--- config.mk ---
export PLATFORM = sky130hd
export DESIGN_NAME = biss_encoder_frame_reader_top
export DESIGN_NICKNAME = d
export VERILOG_FILES = /design/src/sv/biss_pkg.sv /design/src/sv/biss_seq.sv /design/src/sv/biss_encoder_frame_reader_top.sv
export SDC_FILE = /design/constraint.sdc
export NUM_CORES = 1
export LEC_CHECK = 0
export BUFFER_PORTS_ARGS = -buffer_cell sky130_fd_sc_hd__buf_2
export CORE_ASPECT_RATIO = 0.9
export CORE_UTILIZATION = 35
export CTS_CLUSTER_DIAMETER = 200
export DETAILED_ROUTE_END_ITERATION = 10
export REMOVE_ABC_BUFFERS = 1
export SETUP_SLACK_MARGIN = 0.1
export SLEW_MARGIN = 20
export SYNTH_ARGS = -nofsm -noshare
export SYNTH_HDL_FRONTEND = slang
export SYNTH_HIERARCHICAL = 1
export SYNTH_SLANG_ARGS = --single-unit
--- constraint.sdc ---
create_clock -name clk -period 12 [get_ports clk]
set_input_delay 1.2 -clock clk [delete_from_list [all_inputs] [get_ports clk]]
set_output_delay 1.2 -clock clk [all_outputs]
set_load 0.01 [all_outputs]
--- src/sv/biss_pkg.sv ---
// Shared types and constants for the BiSS-C style encoder frame reader.
package biss_pkg;

  // Fixed result field widths
  localparam int POS_W   = 32;
  localparam int CRCO_W  = 6;
  localparam int LIMIT_W = 8;

  // Default frame layout
  localparam int DATA_BITS_DEF = 32;
  localparam int CRC_BITS_DEF  = 6;

  // Reset value of the start bit wait limit
  localparam logic [LIMIT_W-1:0] WAIT_LIMIT_RST = 8'hFF;

  // Outcome codes
  typedef enum logic [1:0] {
    OUTC_FRAME     = 2'd0,
    OUTC_NOT_READY = 2'd1,
    OUTC_TIMEOUT   = 2'd2
  } outcome_t;

  // One interface clock period as seen by the master
  typedef struct packed {
    logic start_request;
    logic data_line;
  } in_item_t;

  // One result per interface clock period
  typedef struct packed {
    logic              clock_pulse;
    logic              busy_res;
    logic              frame_done;
    outcome_t          outcome;
    logic [POS_W-1:0]  position;
    logic              error_bit;
    logic              warn_bit;
    logic [CRCO_W-1:0] crc_bits;
  } out_item_t;

endpackage

--- src/sv/biss_seq.sv ---
// Frame sequencer: phase control, bit counting and receive shift registers.
module biss_seq #(
  parameter int DATA_BITS = biss_pkg::DATA_BITS_DEF,
  parameter int CRC_BITS  = biss_pkg::CRC_BITS_DEF
) (
  input  logic                          clk,
  input  logic                          rst,
  input  logic                          step,
  input  biss_pkg::in_item_t            item,
  input  logic [biss_pkg::LIMIT_W-1:0]  wait_limit,
  output biss_pkg::out_item_t           result
);

  localparam int CNT_MAX = (DATA_BITS > CRC_BITS) ? DATA_BITS : CRC_BITS;
  localparam int CNT_W   = (CNT_MAX > 1) ? $clog2(CNT_MAX) : 1;
  localparam logic [CNT_W-1:0] DATA_LAST = CNT_W'(DATA_BITS - 1);
  localparam logic [CNT_W-1:0] CRC_LAST  = CNT_W'(CRC_BITS - 1);

  typedef enum logic [2:0] {
    PH_IDLE  = 3'd0,
    PH_ACK2  = 3'd1,
    PH_WAIT  = 3'd2,
    PH_CDS   = 3'd3,
    PH_DATA  = 3'd4,
    PH_ERRB  = 3'd5,
    PH_WARNB = 3'd6,
    PH_CRC   = 3'd7
  } phase_t;

  phase_t                               phase, phase_next;
  logic [CNT_W-1:0]                     bit_counter, bit_counter_next;
  logic [biss_pkg::LIMIT_W-1:0]         wait_counter, wait_counter_next;
  logic [biss_pkg::POS_W-1:0]           shift_data, shift_data_next;
  logic                                 err_flag, err_flag_next;
  logic                                 warn_flag, warn_flag_next;
  logic [biss_pkg::CRCO_W-1:0]          crc_shift, crc_shift_next;

  logic line;
  assign line = item.data_line;

  // Next state and the result for this period
  always_comb begin
    phase_next        = phase;
    bit_counter_next  = bit_counter;
    wait_counter_next = wait_counter;
    shift_data_next   = shift_data;
    err_flag_next     = err_flag;
    warn_flag_next    = warn_flag;
    crc_shift_next    = crc_shift;
    result            = '0;
    result.outcome    = biss_pkg::OUTC_FRAME;

    case (phase)
      PH_IDLE: begin
        if (item.start_request) begin
          if (!line) begin
            // slave not ready, stay idle
            result.frame_done = 1'b1;
            result.outcome    = biss_pkg::OUTC_NOT_READY;
          end else begin
            result.clock_pulse = 1'b1;
            result.busy_res    = 1'b1;
            shift_data_next    = '0;
            err_flag_next      = 1'b0;
            warn_flag_next     = 1'b0;
            crc_shift_next     = '0;
            bit_counter_next   = '0;
            wait_counter_next  = '0;
            phase_next         = PH_ACK2;
          end
        end
      end
      PH_ACK2: begin
        result.clock_pulse = 1'b1;
        result.busy_res    = 1'b1;
        phase_next         = PH_WAIT;
      end
      PH_WAIT: begin
        result.busy_res = 1'b1;
        if (line) begin
          result.clock_pulse = 1'b1;
          phase_next         = PH_CDS;
        end else if (wait_counter >= wait_limit) begin
          result.frame_done = 1'b1;
          result.outcome    = biss_pkg::OUTC_TIMEOUT;
          phase_next        = PH_IDLE;
        end else begin
          result.clock_pulse = 1'b1;
          wait_counter_next  = wait_counter + 1'b1;
        end
      end
      PH_CDS: begin
        result.clock_pulse = 1'b1;
        result.busy_res    = 1'b1;
        bit_counter_next   = '0;
        phase_next         = PH_DATA;
      end
      PH_DATA: begin
        result.clock_pulse = 1'b1;
        result.busy_res    = 1'b1;
        shift_data_next    = {shift_data[biss_pkg::POS_W-2:0], line};
        if (bit_counter == DATA_LAST) begin
          bit_counter_next = '0;
          phase_next       = PH_ERRB;
        end else begin
          bit_counter_next = bit_counter + 1'b1;
        end
      end
      PH_ERRB: begin
        result.clock_pulse = 1'b1;
        result.busy_res    = 1'b1;
        err_flag_next      = line;
        phase_next         = PH_WARNB;
      end
      PH_WARNB: begin
        result.clock_pulse = 1'b1;
        result.busy_res    = 1'b1;
        warn_flag_next     = line;
        bit_counter_next   = '0;
        phase_next         = PH_CRC;
      end
      PH_CRC: begin
        result.clock_pulse = 1'b1;
        result.busy_res    = 1'b1;
        crc_shift_next     = {crc_shift[biss_pkg::CRCO_W-2:0], line};
        if (bit_counter == CRC_LAST) begin
          // last CRC bit: report the frame
          result.frame_done = 1'b1;
          result.position   = shift_data;
          result.error_bit  = err_flag;
          result.warn_bit   = warn_flag;
          result.crc_bits   = {crc_shift[biss_pkg::CRCO_W-2:0], line};
          bit_counter_next  = '0;
          phase_next        = PH_IDLE;
        end else begin
          bit_counter_next = bit_counter + 1'b1;
        end
      end
      default: begin
        phase_next = PH_IDLE;
      end
    endcase
  end

  // State update, one period per accepted transfer
  always_ff @(posedge clk) begin
    if (rst) begin
      phase        <= PH_IDLE;
      bit_counter  <= '0;
      wait_counter <= '0;
      shift_data   <= '0;
      err_flag     <= 1'b0;
      warn_flag    <= 1'b0;
      crc_shift    <= '0;
    end else if (step) begin
      phase        <= phase_next;
      bit_counter  <= bit_counter_next;
      wait_counter <= wait_counter_next;
      shift_data   <= shift_data_next;
      err_flag     <= err_flag_next;
      warn_flag    <= warn_flag_next;
      crc_shift    <= crc_shift_next;
    end
  end

endmodule

--- src/sv/biss_encoder_frame_reader_top.sv ---
// Top level of the BiSS-C style encoder frame reader: config register and result register.
// Each input transfer is one interface clock period (start request and sampled slave
// data level) and yields exactly one result transfer. An item is taken every cycle
// whenever the output side does not stall: the sequencer works on it combinationally
// and its result lands in the output register on the same edge, so throughput is one
// item per cycle under that condition. The output register is the only buffer; input
// stall follows output stall while that register holds a result. The user must write
// start_wait_limit through cfg_we/cfg_data only while the block is idle; the block
// itself does not enforce this. It resets to 255.
module biss_encoder_frame_reader_top #(
  parameter int DATA_BITS = biss_pkg::DATA_BITS_DEF,
  parameter int CRC_BITS  = biss_pkg::CRC_BITS_DEF
) (
  input  logic                         clk,
  input  logic                         rst,
  input  logic                         in_valid,
  output logic                         in_stall,
  input  biss_pkg::in_item_t           in_item,
  output logic                         out_valid,
  input  logic                         out_stall,
  output biss_pkg::out_item_t          out_item,
  input  logic                         cfg_we,
  input  logic [biss_pkg::LIMIT_W-1:0] cfg_data
);

  logic [biss_pkg::LIMIT_W-1:0] start_wait_limit;
  biss_pkg::out_item_t          seq_result;
  logic                         in_take;

  // Input transfer whenever the result register is free or being drained
  assign in_stall = out_valid && out_stall;
  assign in_take  = in_valid && !in_stall;

  // Configuration register
  always_ff @(posedge clk) begin
    if (rst) begin
      start_wait_limit <= biss_pkg::WAIT_LIMIT_RST;
    end else if (cfg_we) begin
      start_wait_limit <= cfg_data;
    end
  end

  biss_seq #(
    .DATA_BITS (DATA_BITS),
    .CRC_BITS  (CRC_BITS)
  ) u_seq (
    .clk        (clk),
    .rst        (rst),
    .step       (in_take),
    .item       (in_item),
    .wait_limit (start_wait_limit),
    .result     (seq_result)
  );

  // Result register
  always_ff @(posedge clk) begin
    if (rst) begin
      out_valid <= 1'b0;
    end else if (in_take) begin
      out_valid <= 1'b1;
    end else if (!out_stall) begin
      out_valid <= 1'b0;
    end
  end

  always_ff @(posedge clk) begin
    if (in_take) begin
      out_item <= seq_result;
    end
  end

endmodule
After elaboration in Yosys (flattened, before gate mapping). Index checks and enable logic that the tools add are counted.

Add/subtract/negate cells: 2. Order comparisons: 1. Equality and inequality tests: 17. Multiplexer cells: 40. Reduce and logical (&&, ||, !) cells: 20.

Operators with widths (count): $mux W32 (2); $pmux W32 S2 (1); $mux W5 (7); $mux W8 (4); $mux W3 (9); $pmux W3 S8 (1); $pmux W5 S4 (1); $reduce_and A4 Y1 (5); $pmux W8 S2 (1); $eq A3 B3 Y1 const B (4); $reduce_and A6 Y1 (2); $pmux W5 S2 (1); $reduce_bool A2 Y1 (5); $add A8 B1 Y8 const B (1); $ge A8 B8 Y1 (1); $ne A2 B2 Y1 const B (4); $mux W1 (7); $eq A3 B2 Y1 const B (2); $ne A2 B1 Y1 const B (3); $pmux W2 S3 (1); $reduce_or A6 Y1 (1); $add A5 B1 Y5 const B (1); $eq A5 B3 Y1 const B (1); $eq A5 B5 Y1 const B (1); other kinds (12) (14).

Flip-flop bits (word level): 109. Bits of input ports: 15. Output and inout bits: 47.

Longest topological paths before layout. Gate-level depths: netlist (run 1).

Depth after elaboration: 4. Depth in mapped cells: 8.

Hierarchy. The synthesis (run 1) kept the hierarchy.

By module, submodules not included: biss_seq (times used 1, cells an instance 378, area each 2991.6 µm²); biss_encoder_frame_reader_top (times used 1, cells an instance 76, area each 1695.4 µm²).

Worst setup path before layout (run 1). No wires, ideal clock.

Path kind: input port to flip-flop. Start: input out_stall. End: register u_seq/shift_data[10] in the netlist's numbering. Arrival time: 5.003 ns. Required time: 11.868 ns. Setup slack: 6.865 ns. Cell stages on the path: 8. Path buffers: 2. Cell sequence: and2_1 nor2b_1 inv_2 or4_1 buf_2 buf_2 nand2_1 a21oi_1.

Word-level cells in the longest chain between the ends: 4.

RTL lines: start, declared (RTL line biss_encoder_frame_reader_top.sv:20) `input logic out_stall,`; $logic_and A1 B1 Y1 (RTL line biss_encoder_frame_reader_top.sv:31) `assign in_stall = out_valid && out_stall;`; $logic_not A1 Y1 (RTL line biss_encoder_frame_reader_top.sv:32) `assign in_take = in_valid && !in_stall;`; $logic_and A1 B1 Y1 (RTL line biss_encoder_frame_reader_top.sv:32); net in_take (RTL line biss_encoder_frame_reader_top.sv:28) `logic in_take;`; $reduce_and A4 Y1 (no line); end signal, assigned (RTL line biss_seq.sv:159) `shift_data <= shift_data_next;`; end, declared (RTL line biss_seq.sv:33) `logic [biss_pkg::POS_W-1:0] shift_data, shift_data_next;`.

The timed path passes the listed nets, and every way through them passes these cells. A chain may end at the register's enable or synchronous reset.

Final worst setup path (run 1).
Start: input out_stall. End: register u_seq/shift_data[0] in the netlist's numbering.

Same word-level chain as after synthesis.

==> qor.yml, run 1 <==
clock_network:
  cts-root-buf: "clkbuf_16"
  cts_tree: "done"
  clk_latency_ns: 0.35
  ctsHoldBuffers: 0
  cts_buffers: 9
  clk_pin_slew_worst_paths_ns: 0.08
  htree_levels: 3
  post_cts_buffers: 0
  clock-sinks: 109
  cts.repair.resized: 0
  cts_buffer_depth: 2
floorplanning:
  die_y_um: 112
  die_area_um2: 13900
  core-area_um2: 12900
  io_pins: 62
  start_util_pct: 36.4
  row_count: 39
  die_w_um: 124
logic_synthesis:
  synth_edf_count: 45
  async_flop_share_pct: 0
  synth_ff_type: "dfxtp_1"
  seq_area_frac_synth_pct: 56.2
  syn_area_um2: 4690
  ys_warn_count: 6
  synthDistinctLibCells: 51
  synth_top_area_cell: "edfxtp_1"
  synth-seq-cells: 109
  synth_area_leaders: "edfxtp_1 (29%), dfxtp_1 (27%), and2_1 (6.0%), a21oi_1 (5.2%), nand3_1 (4.5%)"
  netlist.area_leader.share_pct: 28.8
  syn_inst: 454
  postSynthAreaPerCell_um2: 10.3
cells_and_area:
  final_nets: 529
  seqCellArea_um2: 2630
  drive_gt1_share_pct: 19.3
  final_cells: 671
  n_antenna_cell: 0
  multiInputGateArea_um2: 1850
  n_fill_cell: 1277
  stdcell_area_um2: 5400
  area_delta_synth_final_pct: 15.3
global_routing:
  met2_usage_pct: 23.0
  antenna_found_initial: 0
  grt_pass1_wl_um: 15000
  grt_overflow: 0
  grt_max_degree: 60
  use_met1_pct: 16.4
  grt_use_met3_pct: 3.28
  grt_pass1_vias: 3247
  track_usage_pct: 13.6
  busiest_layer: "met2"
place:
  io_buffers: 61
  gp_congestion: 0.761
  dpl.hpwl_um: 5610
  dp_cells: 655
  place_area_um2: 5090
  dpl_worst_slack_ns: 8.15
route:
  vias: 3445
  routed_wl_um: 8850
  drc: 0
  vias_per_cell: 5.13
  wire_per_inst_um: 13.2
  first_iter_violations: 308
  drtAntennaViolNets: 0
  dr.pass1.iters: 5
critical_path:
  reg2reg_depth: 7
  cp.required_ns: 12.21
  cp_max_fo: 50
  start_kind: "input port"
  r2r_end: "u_seq/shift_data[0]"
  cp-end-kind: "flop"
  r2r_setup_slack_ns: 9.17
  worstSetupPathType: "in2reg"
  cp_data_arrival_time_ns: 3.68
  r2r-start: "out_valid"
timing:
  layout_min_cycle_time_ns: 3.47
  max_slew_margin_pct: 31.0
  tightest_slew_ns: 1.04
  rsz0062_at_grt: "false"
  fin_worst_skew_ns: 0.0111
  finalSetupViolations: 0
  fin_ws_ns: 8.53
  finalSetupTns_ns: 0
  min_period_over_period_pct: 28.9
  drv_slew: 0
  finalHoldViolCount: 0
  max_freq_ghz: 0.289
flow_run:
  max-cap-violations: 0
hold_path:
  holdPathEnd: "u_seq/shift_data[31]"
  hold_class: "reg2reg"
  hold_depth: 2
  min_from: "u_seq/shift_data[31]"
power_and_ir_drop:
  peakVddDrop_mv: 0.0664
  power_leakage_nw: 2.12
  powerDensity_nw_per_um2: 140
run_status:
  outcome: "finished, final reports clean"
through the flow:
step                      utilization (%)  power [W]  hold WS (ns)
final                                41.9   0.000759         0.454
after global routing                 41.9   0.000790         0.486
after CTS                            41.9   0.000770         0.459
after detailed placement             39.5   0.000459         0.448
after global placement               39.5   0.000458         0.440
after floorplan                         -   0.000437         0.421
final cells by class:
| cell class | count | share of cell area, % |
|---|---|---|
| timing repair buffer | 65 | 6.21 |
| tap | 164 | 3.80 |
| multi-input combinational | 300 | 34.3 |
| clock buffer | 9 | 4.17 |
| clock inverter | 7 | 1.67 |
| sequential | 109 | 48.7 |
| inverter | 17 | 1.18 |
registers in the layout, summed over array words and instances, names as in the netlist, 3 cells and up:
register and cells:
u_seq/phase 3, out_item 45, u_seq/shift_data 32, start_wait_limit 8
u_seq/wait_counter 8, u_seq/bit_counter 5, u_seq/crc_shift 5
cells in the mapped netlist (all sizes together), types with 5 or more instances:
master / number
dfxtp: 64
clkbuf: 12
edfxtp: 45
a211o: 8
inv: 17
a22oi: 5
and3: 8
nor2: 15
nand3: 42
o21ai: 8
and2: 45
a31oi: 5
ha: 12
a21o: 6
buf: 16
nor2b: 10
nand2: 46
a21oi: 49
cells by family (layout without fill, tap and decap cells):
family,after synthesis,in the layout,synth area share (%)
buffers and inverters,45,98,4.51
flip-flops,109,109,56.2
AO/OA/AOI/OAI,102,102,14.7
AND/OR/NAND/NOR,185,185,21.2
adder cells (fa/ha/maj),12,12,3.20
multiplexers,1,1,0.240
per-layer routing:
| layer | vias to the layer above | wire length (um) |
|---|---|---|
| met4 | 0 | 159 |
| met5 | - | 0 |
| met3 | 11 | 388 |
| li1 | 1723 | - |
| met2 | 70 | 4300 |
| met1 | 1641 | 4000 |
report_power, final:
group          internal, W  total [W]  leakage (nW)  switching, W
registers         0.000396   0.000402         0.965    0.00000583
clock network     0.000167   0.000309         0.153      0.000142
logic            0.0000171  0.0000478          1.00     0.0000307
total             0.000580   0.000759          2.12      0.000179
cells in the final DEF (no fill, tap or decap), types with 4 or more instances in the layout:
cell       count
nand3_1       42
a21o_1         6
dfxtp_1       64
a211o_2        6
clkbuf_16      9
and3_1         8
buf_2         61
o21ai_0        6
edfxtp_1      45
nor2b_1        9
and2_1        45
nor2_1        15
nand2_1       46
inv_1         16
buf_4          4
a31oi_1        5
a22oi_1        5
or3_1          4
ha_1          12
a21oi_1       49
worst max-delay path by stage:
stage          startpoint                  end  depth (start not counted)
6_report        out_stall  u_seq/shift_data[0]                          8
3_5_place_dp    out_stall  u_seq/shift_data[0]                          8
2_1_floorplan   out_stall  u_seq/shift_data[0]                          7
4_1_cts         out_stall  u_seq/shift_data[0]                          8
3_3_place_gp    out_stall  u_seq/shift_data[0]                          8
5_1_grt         out_stall  u_seq/shift_data[0]                          8
worst max-delay path, cell delays in order:
cell and delay [ns]:
buf_2 0.10, and2_1 0.18, nor2b_4 0.11, buf_4 0.50
inv_2 0.23, or4_1 1.00, a21oi_1 0.30, nor2_1 0.05
Note: power is estimated with default switching activity, not from simulation.
==> run 2, diff against run 1 <==
- clock period: 12 -> 3.58 ns (I/O delays scaled with it)
==> run 2 against run 1 <==
  * Sequential share of layout area about the same
  * Sequential power increased to 3.4 times the previous value
  * Wire length increased by 3.0%
  * Register-to-register slack got worse by 7.8 ns
  * Cell area about the same
  * Clock power increased to 3.3 times the previous value
==> qor.yml, run 2 (same netlist as run 1, synthesis figures left out) <==
critical_path:
  cp-end-kind: "flop"  # unchanged
  worstSetupPathType: "reg2reg"  # was in2reg
  cp_data_arrival_time_ns: 2.36  # was 3.68 ns
  r2r-start: "u_seq/wait_counter[0]"  # was out_valid
  critPathLaunch: "u_seq/wait_counter[0]"  # was out_stall
  start_kind: "flop"  # was input port
  cp_max_fo: 14  # was 50
  cp.required_ns: 3.68  # was 12.21 ns
cells_and_area:
  drive_gt1_share_pct: 19.3  # about the same
  reg_top3: "out_item (45), u_seq/shift_data (32)"  # unchanged
  final_cells: 672  # was 671
  n_antenna_cell: 0  # unchanged
  largest_reg_flops: 45  # unchanged
  final_nets: 530  # was 529
  area_delta_synth_final_pct: 15.4  # was 15.3%
  final_common_cell: "dfxtp_1"  # unchanged
  n_fill_cell: 1260  # was 1277
  top_register: "out_item"  # unchanged
  mostFrequentLayoutCells: "dfxtp_1 (64), buf_2 (61), a21oi_1 (49), nand2_1 (46)"  # unchanged
power_and_ir_drop:
  p_clk_share_pct: 40.7  # about the same
  peakVddDrop_mv: 0.192  # was 0.0664 mV
  internal_power_w: 0.00194  # was 0.000580 W
  comb_power_share_pct: 6.3  # about the same
  switching_share_pct: 23.5  # about the same
  power_leakage_nw: 2.13  # was 2.12 nW
  p_seq_share_pct: 53.0  # about the same
  switching_power_w: 0.000598  # was 0.000179 W
  powerDensity_nw_per_um2: 470  # was 140 nW/um2
clock_network:
  ctsHoldBuffers: 0  # unchanged
  cts_buffers: 9  # unchanged
  cts_buffer_depth: 2  # unchanged
  post_cts_buffers: 0  # unchanged
  cts-root-buf: "clkbuf_16"  # unchanged
  cts.repair.resized: 0  # unchanged
  clock-sinks: 109  # unchanged
  clk_pin_slew_worst_paths_ns: 0.07  # was 0.08 ns
  clk_latency_ns: 0.36  # was 0.35 ns
  cts_tree: "done"  # unchanged
  htree_levels: 3  # unchanged
floorplanning:
  die_y_um: 112  # unchanged
  io_pins: 62  # unchanged
  die_area_um2: 13900  # unchanged
  start_util_pct: 36.4  # unchanged
  row_count: 39  # unchanged
  die_w_um: 124  # unchanged
  core-area_um2: 12900  # unchanged
global_routing:
  met2_usage_pct: 22.8  # was 23.0%
  grt_use_met3_pct: 3.38  # was 3.28%
  grt_overflow: 0  # unchanged
  track_usage_pct: 13.8  # was 13.6%
  grt_pass1_vias: 3223  # was 3247
  use_met1_pct: 17.6  # was 16.4%
  antenna_found_initial: 0  # unchanged
  grt_pass1_wl_um: 15100  # was 15000 um
  grt_max_degree: 50  # was 60
  busiest_layer: "met2"  # unchanged
timing:
  max_freq_ghz: 0.443
  fin_ws_ns: 1.32  # was 8.53 ns
  layout_min_cycle_time_ns: 2.26
  rsz0062_at_grt: "false"  # unchanged
  min_period_over_period_pct: 63.1
  finalHoldViolCount: 0  # unchanged
  max_slew_margin_pct: 30.0  # was 31.0%
  finalSetupTns_ns: 0  # unchanged
  fin_worst_skew_ns: 0.0165  # was 0.0111 ns
  hold_ws_ns: 0.212  # was 0.454 ns
  drv_slew: 0  # unchanged
  finalSetupViolations: 0  # unchanged
  tightest_slew_ns: 1.05  # was 1.04 ns
route:
  wire_per_inst_um: 13.6  # was 13.2 um
  drc: 0  # unchanged
  routed_wl_um: 9120  # was 8850 um
  first_iter_violations: 203  # was 308
  vias_per_cell: 5.04  # was 5.13
  dr.pass1.iters: 5  # unchanged
  drtAntennaViolNets: 0  # unchanged
  vias: 3387  # was 3445
run_status:
  outcome: "finished, final reports clean"  # unchanged
hold_path:
  min_from: "cfg_data[1]"  # was u_seq/shift_data[31]
  hold_class: "in2reg"  # was reg2reg
place:
  dp_cells: 656  # was 655
  dpl.hpwl_um: 5870  # was 5610 um
  gp_congestion: 0.764  # was 0.761
  io_buffers: 61  # unchanged
  dpl_worst_slack_ns: 1.23  # was 8.15 ns
flow_run:
  max-cap-violations: 0  # unchanged
run 2: final cells by class:
type | count | area, um2 | area share (%)
Clock buffer | 9 | 225 | 4.16
Multi-Input combinational cell | 300 | 1850 | 34.2
Clock inverter | 7 | 88.8 | 1.64
Sequential cell | 109 | 2630 | 48.7
Inverter | 17 | 63.8 | 1.18
Timing Repair Buffer | 66 | 343 | 6.34
Tap cell | 164 | 205 | 3.79
run 2: per-layer routing:
| metal | vias up | wire length, um |
|---|---|---|
| li1 | 1715 | - |
| met1 | 1605 | 4200 |
| met2 | 60 | 4440 |
| met3 | 7 | 390 |
| met4 | 0 | 86 |
| met5 | - | 0 |
run 2: final timing paths:
| path | end | slack [ns] | cells past startpoint |
|---|---|---|---|
| max | out_item[42] | 1.32 | 7 |
| min | start_wait_limit[1] | 0.21 | 2 |
| max reg2reg | out_item[42] | 1.32 | 7 |
| min reg2reg | u_seq/shift_data[31] | 0.45 | 2 |
run 2: stage by stage:
stage | util (%) | instance area (um2) | power (W)
final | 42.0 | 5410 | 0.00254
after global routing | 42.0 | 5410 | 0.00265
after CTS | 42.0 | 5410 | 0.00258
after detailed placement | 39.5 | 5090 | 0.00154
after global placement | 39.5 | 5090 | 0.00154
after floorplan | - | 4540 | 0.00147
run 2: power by group through the flow:
stage | logic [W] | registers (W) | clock network, W
after floorplan | 0.0000748 | 0.00139 | 0
after global placement | 0.000161 | 0.00137 | 0
after detailed placement | 0.000163 | 0.00138 | 0
after CTS | 0.000163 | 0.00135 | 0.00107
after global routing | 0.000178 | 0.00135 | 0.00112
final | 0.000161 | 0.00135 | 0.00103
run 2: worst max-delay path, cell delays in order (launching register included):
cell and delay (ns):
dfxtp_1 0.39, inv_1 0.07, ha_1 0.26, nand2b_1 0.18, a2111oi_4 0.40, o31a_4 0.27
nor2_1 0.09, or3_1 0.35
